==> src/hdl/pscu_pkg.sv <==
`default_nettype none
package pscu_pkg;
	localparam int FRAC_BITS = 16;
	localparam int RAD_FRAC = 28;
	localparam logic [31:0] K_DEG2RAD = 32'd74961321;
	localparam logic signed [33:0] HALF_PI = 34'sd421657426;
	localparam logic signed [33:0] PI_Q = 34'sd843314856;
	localparam logic signed [33:0] TWO_PI = 34'sd1686629714;
	localparam logic signed [33:0] PARAB_B = 34'sd341782637;
	localparam logic signed [33:0] PARAB_C = 34'sd108792793;
	localparam logic signed [33:0] CORR_P = 34'sd60397978;
	localparam logic signed [47:0] VAL_MAX = 48'sh7FFFFFFFFFFF;
	localparam logic signed [47:0] VAL_MIN = 48'sh800000000000;
	localparam logic [47:0] TAN90_VAL = 48'(64'd2000000000 << FRAC_BITS);
	localparam logic signed [31:0] FULL = 32'sd360 <<< FRAC_BITS;
	localparam logic signed [31:0] ANG90 = 32'sd90 <<< FRAC_BITS;

	localparam logic [1:0] OP_SIN = 2'd0;
	localparam logic [1:0] OP_COS = 2'd1;
	localparam logic [1:0] OP_TAN = 2'd2;

	// datapath commands
	localparam logic [3:0] C_NOP   = 4'd0;
	localparam logic [3:0] C_LOAD  = 4'd1;
	localparam logic [3:0] C_RED   = 4'd2;
	localparam logic [3:0] C_RAD   = 4'd3;
	localparam logic [3:0] C_WRAP  = 4'd4;
	localparam logic [3:0] C_M1    = 4'd5;
	localparam logic [3:0] C_M2    = 4'd6;
	localparam logic [3:0] C_M3    = 4'd7;
	localparam logic [3:0] C_M4    = 4'd8;
	localparam logic [3:0] C_M5    = 4'd9;
	localparam logic [3:0] C_SAVE  = 4'd10;
	localparam logic [3:0] C_DIVI  = 4'd11;
	localparam logic [3:0] C_DIVS  = 4'd12;
	localparam logic [3:0] C_FIN   = 4'd13;
	localparam logic [3:0] C_COSX  = 4'd14;

	typedef struct packed {
		logic [3:0] cmd;
	} ctl_t;

	typedef struct packed {
		logic red_done;
		logic div_done;
		logic is_tan;
		logic tan90;
		logic pole;
	} sts_t;

	// round half away from zero right shift of a signed 96-bit value
	function automatic logic signed [95:0] rshr(input logic signed [95:0] v,
		input int n);
		logic [95:0] m;
		begin
			m = v[95] ? 96'(-v) : 96'(v);
			m = (m + (96'd1 << (n - 1))) >> n;
			rshr = v[95] ? -$signed(m) : $signed(m);
		end
	endfunction
endpackage
`default_nettype wire

==> src/hdl/pscu_ctrl.sv <==
`default_nettype none
module pscu_ctrl (
	input  wire logic clk,
	input  wire logic arst_n,
	input  wire logic in_fire,
	input  wire logic out_fire,
	input  wire pscu_pkg::sts_t sts,
	output pscu_pkg::ctl_t ctl,
	output logic busy,
	output logic out_valid
);
	import pscu_pkg::*;

	localparam logic [3:0] S_IDLE = 4'd0, S_RED = 4'd1, S_RAD = 4'd2, S_WRAP = 4'd3,
		S_M1 = 4'd4, S_M2 = 4'd5, S_M3 = 4'd6, S_M4 = 4'd7, S_M5 = 4'd8,
		S_SAVE = 4'd9, S_DIVI = 4'd10, S_DIVS = 4'd11, S_FIN = 4'd12, S_OUT = 4'd13;

	logic [3:0] state_q, state_d;
	logic pass_q, pass_d;

	// sequence the steps; second pass computes cosine for tangent
	always_comb begin
		state_d = state_q;
		pass_d = pass_q;
		ctl.cmd = C_NOP;
		case (state_q)
			S_IDLE: begin
				if (in_fire) begin
					ctl.cmd = C_LOAD;
					state_d = S_RED;
					pass_d = 1'b0;
				end
			end
			S_RED: begin
				ctl.cmd = C_RED;
				if (sts.red_done) state_d = S_RAD;
			end
			S_RAD: begin
				ctl.cmd = C_RAD;
				state_d = S_WRAP;
			end
			S_WRAP: begin
				ctl.cmd = C_WRAP;
				state_d = S_M1;
			end
			S_M1: begin ctl.cmd = C_M1; state_d = S_M2; end
			S_M2: begin ctl.cmd = C_M2; state_d = S_M3; end
			S_M3: begin ctl.cmd = C_M3; state_d = S_M4; end
			S_M4: begin ctl.cmd = C_M4; state_d = S_M5; end
			S_M5: begin
				ctl.cmd = C_M5;
				state_d = S_SAVE;
			end
			S_SAVE: begin
				if (sts.is_tan && !sts.tan90 && !pass_q) begin
					ctl.cmd = C_COSX;
					pass_d = 1'b1;
					state_d = S_M1;
				end else if (sts.is_tan && !sts.tan90) begin
					ctl.cmd = C_SAVE;
					state_d = S_DIVI;
				end else begin
					ctl.cmd = C_FIN;
					state_d = S_OUT;
				end
			end
			S_DIVI: begin
				if (sts.pole) begin
					ctl.cmd = C_FIN;
					state_d = S_OUT;
				end else begin
					ctl.cmd = C_DIVI;
					state_d = S_DIVS;
				end
			end
			S_DIVS: begin
				ctl.cmd = C_DIVS;
				if (sts.div_done) state_d = S_FIN;
			end
			S_FIN: begin
				ctl.cmd = C_FIN;
				state_d = S_OUT;
			end
			S_OUT: begin
				if (out_fire) state_d = S_IDLE;
			end
			default: state_d = S_IDLE;
		endcase
	end

	always_ff @(posedge clk or negedge arst_n) begin
		if (!arst_n) begin
			state_q <= S_IDLE;
			pass_q <= 1'b0;
		end else begin
			state_q <= state_d;
			pass_q <= pass_d;
		end
	end

	assign busy = (state_q != S_IDLE);
	assign out_valid = (state_q == S_OUT);
endmodule
`default_nettype wire

==> config.mk <==
export PLATFORM = sky130hd
export DESIGN_NAME = pscu_ctrl
export DESIGN_NICKNAME = d
export VERILOG_FILES = /design/src/hdl/pscu_pkg.sv /design/src/hdl/pscu_ctrl.sv
export SDC_FILE = /design/constraint.sdc
export NUM_CORES = 1
export LEC_CHECK = 0
export CAP_MARGIN = 5
export CORE_AREA = 4 4 41 43
export DETAILED_ROUTE_END_ITERATION = 7
export DIE_AREA = 0 0 45 47
export DONT_BUFFER_PORTS = 1
export HOLD_SLACK_MARGIN = 0.08
export PLACE_DENSITY_LB_ADDON = 0.1
export SETUP_SLACK_MARGIN = 0.05
export SYNTH_ARGS = -nofsm -noshare
export SYNTH_HDL_FRONTEND = slang
export SYNTH_SLANG_ARGS = --single-unit
==> constraint.sdc <==
create_clock -name clk -period 1.27 [get_ports clk]
set_input_delay 0.0635 -clock clk [delete_from_list [all_inputs] [get_ports clk]]
set_output_delay 0.0635 -clock clk [all_outputs]
set_load 0.01 [all_outputs]
Word level (Yosys, flattened, before mapping) --
Index checks and enable logic that the tools add are counted. Widths: inputs -> output; s select.
Cells by class: equal/unequal tests 18, mux-type cells 14, reduce and logical (&&, ||, !) cells 9
Operators with widths (count):
- $pmux 4 s14 | 1
- $pmux 4 s13 | 1
- $eq 4x4->1 const B | 6
- $mux 4 | 5
- $eq 4x3->1 const B | 4
- $ne 2x2->1 const B | 5
- $mux 3 | 3
- $eq 4x2->1 const B | 2
- $eq 4x1->1 const B | 1
- $logic_not 4->1 | 1
- $reduce_and 4->1 | 1
- $reduce_bool 4->1 | 1
- $mux 1 | 3
- $reduce_and 3->1 | 1
- $logic_and 1x1->1 | 2
- $logic_not 1->1 | 2
- $pmux 1 s2 | 1
- $reduce_bool 2->1 | 1
Word-level totals: flip-flop bits (word level) 5, output and inout port bits 6

Longest topological paths before layout --
depth in word-level cells 5, mapped depth 5, mapped depth without buffers 4

Worst setup path after synthesis --
No wires, ideal clock.
kind register to register, from register state_q[1], to register state_q[0], arrival 1186 ps, required time 1152 ps, slack -34 ps, stages on the path, launching flop included 6, period minus slack after synthesis 1304 ps, cell sequence dfrtp_1 > buf_4 > nor3_1 > nor2_1 > o221a_1 > a21o_1
On the way: word-level cells in the longest chain between the ends 3, elaborated cells between the ends (all ways) 20, those cells by class eq/ne: 17; mux: 1; reduce/logical: 2
Ends and longest elaborated chain:
- from (decl) | RTL line pscu_ctrl.sv:18 | logic [3:0] state_q, state_d;
- from (signal assigned) | RTL line pscu_ctrl.sv:96 | state_q <= state_d;
- $eq 4x1->1, or another cell as far along | RTL line pscu_ctrl.sv:26 | case (state_q)
- $ne 2x2->1 (no source line)
- $reduce_and 4->1 (no source line)
Several ways; a longest one is shown, not always the timed one. A chain may end at the register's enable or synchronous reset.

Final worst setup path --
from register state_q[2], to register state_q[2]
Same word-level chain as after synthesis.

==> flow_summary.ini <==
[yosys]
syn_area_sq_um = 480
async_flop_share_pct = 100
syn_inst = 61
synth_flop_cell = dfrtp_1
synth_top_area_share_pct = 26.0
ys_seq_area_share_pct = 26.0
synth_fp_nets = 70
synth_cell_types = 30
synth_top_cell_by_area = dfrtp_1
synth_seq_cells = 5
yosys_warnings = 0
avgSynthCellArea_sq_um = 7.88
synth_edf_count = 0
synth_area_leaders = dfrtp_1 26%, buf_4 6.3%, nand2_1 5.5%

[worst_setup_path]
path_common_cell = buf_4
cp.arrival_ps = 1620
end_kind = register
cpPeakStageDelay_ps = 410
cpMaxStageDelayCell = dfrtp_1
worstPathMaxFanout = 5
critical_path_buf_inv_count = 2
cp-start-kind = register
worst_ep_required_time_ps = 1390
crit_chain = buf_4 -> nor2b_2 -> a32oi_1 -> o2111ai_2 -> buf_4 -> a32o_1
path_class = reg -> reg
cpLargestDelayFamily = compound AO/OA/AOI/OAI gates

[finish]
area_delta_synth_final_pct = 78.4
stdcell_area_sq_um = 857
fin_util_pct = 65.9
drive_gt1_share_pct = 53.8
antennaDiodeCount = 0
nets = 101
layout.cells.most_common = buf_4
final_cell_mix = 18 x buf_4, 8 x buf_6, 6 x nand2_1, 5 x inv_1, 4 x dlygate4sd3_1

[timing]
skew_ps = 3.00
fin_crit_ps = 1500
rsz0062_at_grt = yes
worst_pin_slew_ps = 311
maxSlewViolCount = 0
slew_headroom_pct = 79.1
finalHoldViolations = 0
period_share_pct = 118
setup_ws_ps = -231
setup_violations = 9
fin_hold_ws_ps = 121
max_freq_mhz = 666

[clock_tree]
clk_pin_slew_worst_paths_ps = 50
clk_latency_ps = 240
clockBufferDepth = 2
numCtsBuffers = 3
cts_tree = done
clock-root-buffer = clkbuf_4
cts_sinks = 5
htreeDepth = 1

[floorplan]
coreArea_sq_um = 1300
chipWidth_um = 45
dieArea_sq_um = 2120
die_h_um = 47
initial_core_util_pct = 36.9
io_pins = 15
core.rowCount = 13

[place]
place_area_sq_um = 664
place.gp.congestion = 0.805
dp_hpwl_um = 1150
port_buffers = 0

[global_route]
grt_overflow = 0
antenna_found_initial = 0
grt_max_degree = 9
grt_pass1_wl_um = 2650
grt_usage_pct = 17.7
grt_pass1_vias = 595

[status]
status = complete, but fails checks
violations = setup timing

[flow_run]
max_cap_violations = 0

[pwr]
ir_drop_mv = 1.39
power.density_nw_per_um2 = 2810
p_leak_nw = 0.386
power_mw = 2.40

[routing]
drc_errors = 0
antenna_left = 0
route.vias.total = 593
via_per_inst = 5.59
first_pass_iters = 7
routedWlPerCell_um = 16.4
drt_iter0_markers = 22
wirelength_um = 1740

[worst_hold_path]
hold_class = in -> async
-- sequential cells by signal (all words and copies together) (netlist names) --
name     flops
state_q      4
pass_q       1
-- report_power, final --
group          total, mW  internal [mW]  switching [mW]
sequential         0.379          0.243           0.136
clock              0.184          0.119          0.0650
combinational       1.84           1.05           0.792
total               2.40           1.41           0.992
-- Yosys cell counts (all sizes together), types with 2 or more instances --
library cell / count
nor3: 3
dfrtp: 5
nand2b: 4
nand2: 8
inv: 5
nor2: 2
a21oi: 3
nor3b: 2
o21ai: 6
nor2b: 3
buf: 5
-- cell type report --
cell class,count,area [sq um]
fillers,106,444
multi-input cells,46,380
repair buffers,31,285
flip-flops and latches,5,128
clock buffers,4,26.3
inverters,5,18.8
well taps,15,18.8
-- worst paths after layout --
path | startpoint | endpoint | slack, ps | cells after the start
max in group asynchronous | arst_n | state_q[0]$_DFFE_PN0P_ | 930 | 1
max | state_q[2]$_DFFE_PN0P_ | state_q[2]$_DFFE_PN0P_ | -230 | 6
min in group clk | sts[1] | pass_q$_DFFE_PN0P_ | 140 | 3
min | arst_n | state_q[2]$_DFFE_PN0P_ | 120 | 1
min reg2reg | pass_q$_DFFE_PN0P_ | pass_q$_DFFE_PN0P_ | 610 | 2
max reg2reg | state_q[2]$_DFFE_PN0P_ | state_q[2]$_DFFE_PN0P_ | -230 | 6
-- through the flow --
stage                     setup TNS, ps  cells  setup slack [ps]
after floorplan                       0     61              34.5
after global placement             -167     94             -80.4
final                             -1330    106              -231
after CTS                         -1110    105              -199
after detailed placement          -65.9     94             -62.7
after global routing              -1880    106              -280
-- metal layers --
layer / wire length (um) / part of all wire (%) / global-route usage [%]
met1: 662 / 38 / 19.5
met2: 840 / 48 / 29.7
met3: 121 / 7.0 / 4.21
met4: 116 / 6.7 / 12.9
met5: 0 / 0 / 0
-- timing repair --
action / CTS / global route
hold buffers: 4 / 0
hold endpoints to repair: 8 / 0
gates resized for setup: 6 / 17
setup endpoints to repair: 10 / 11
pin swaps: 2 / 6
setup buffers: 3 / 1
-- cells by family after synthesis --
logic type             Yosys count  share of synthesized area [%]
AO/OA/AOI/OAI                   21                           31.5
flip-flops                       5                           26.0
AND/OR/NAND/NOR                 25                           31.3
buffers and inverters           10                           11.2
(Power assumes the default switching activity.)
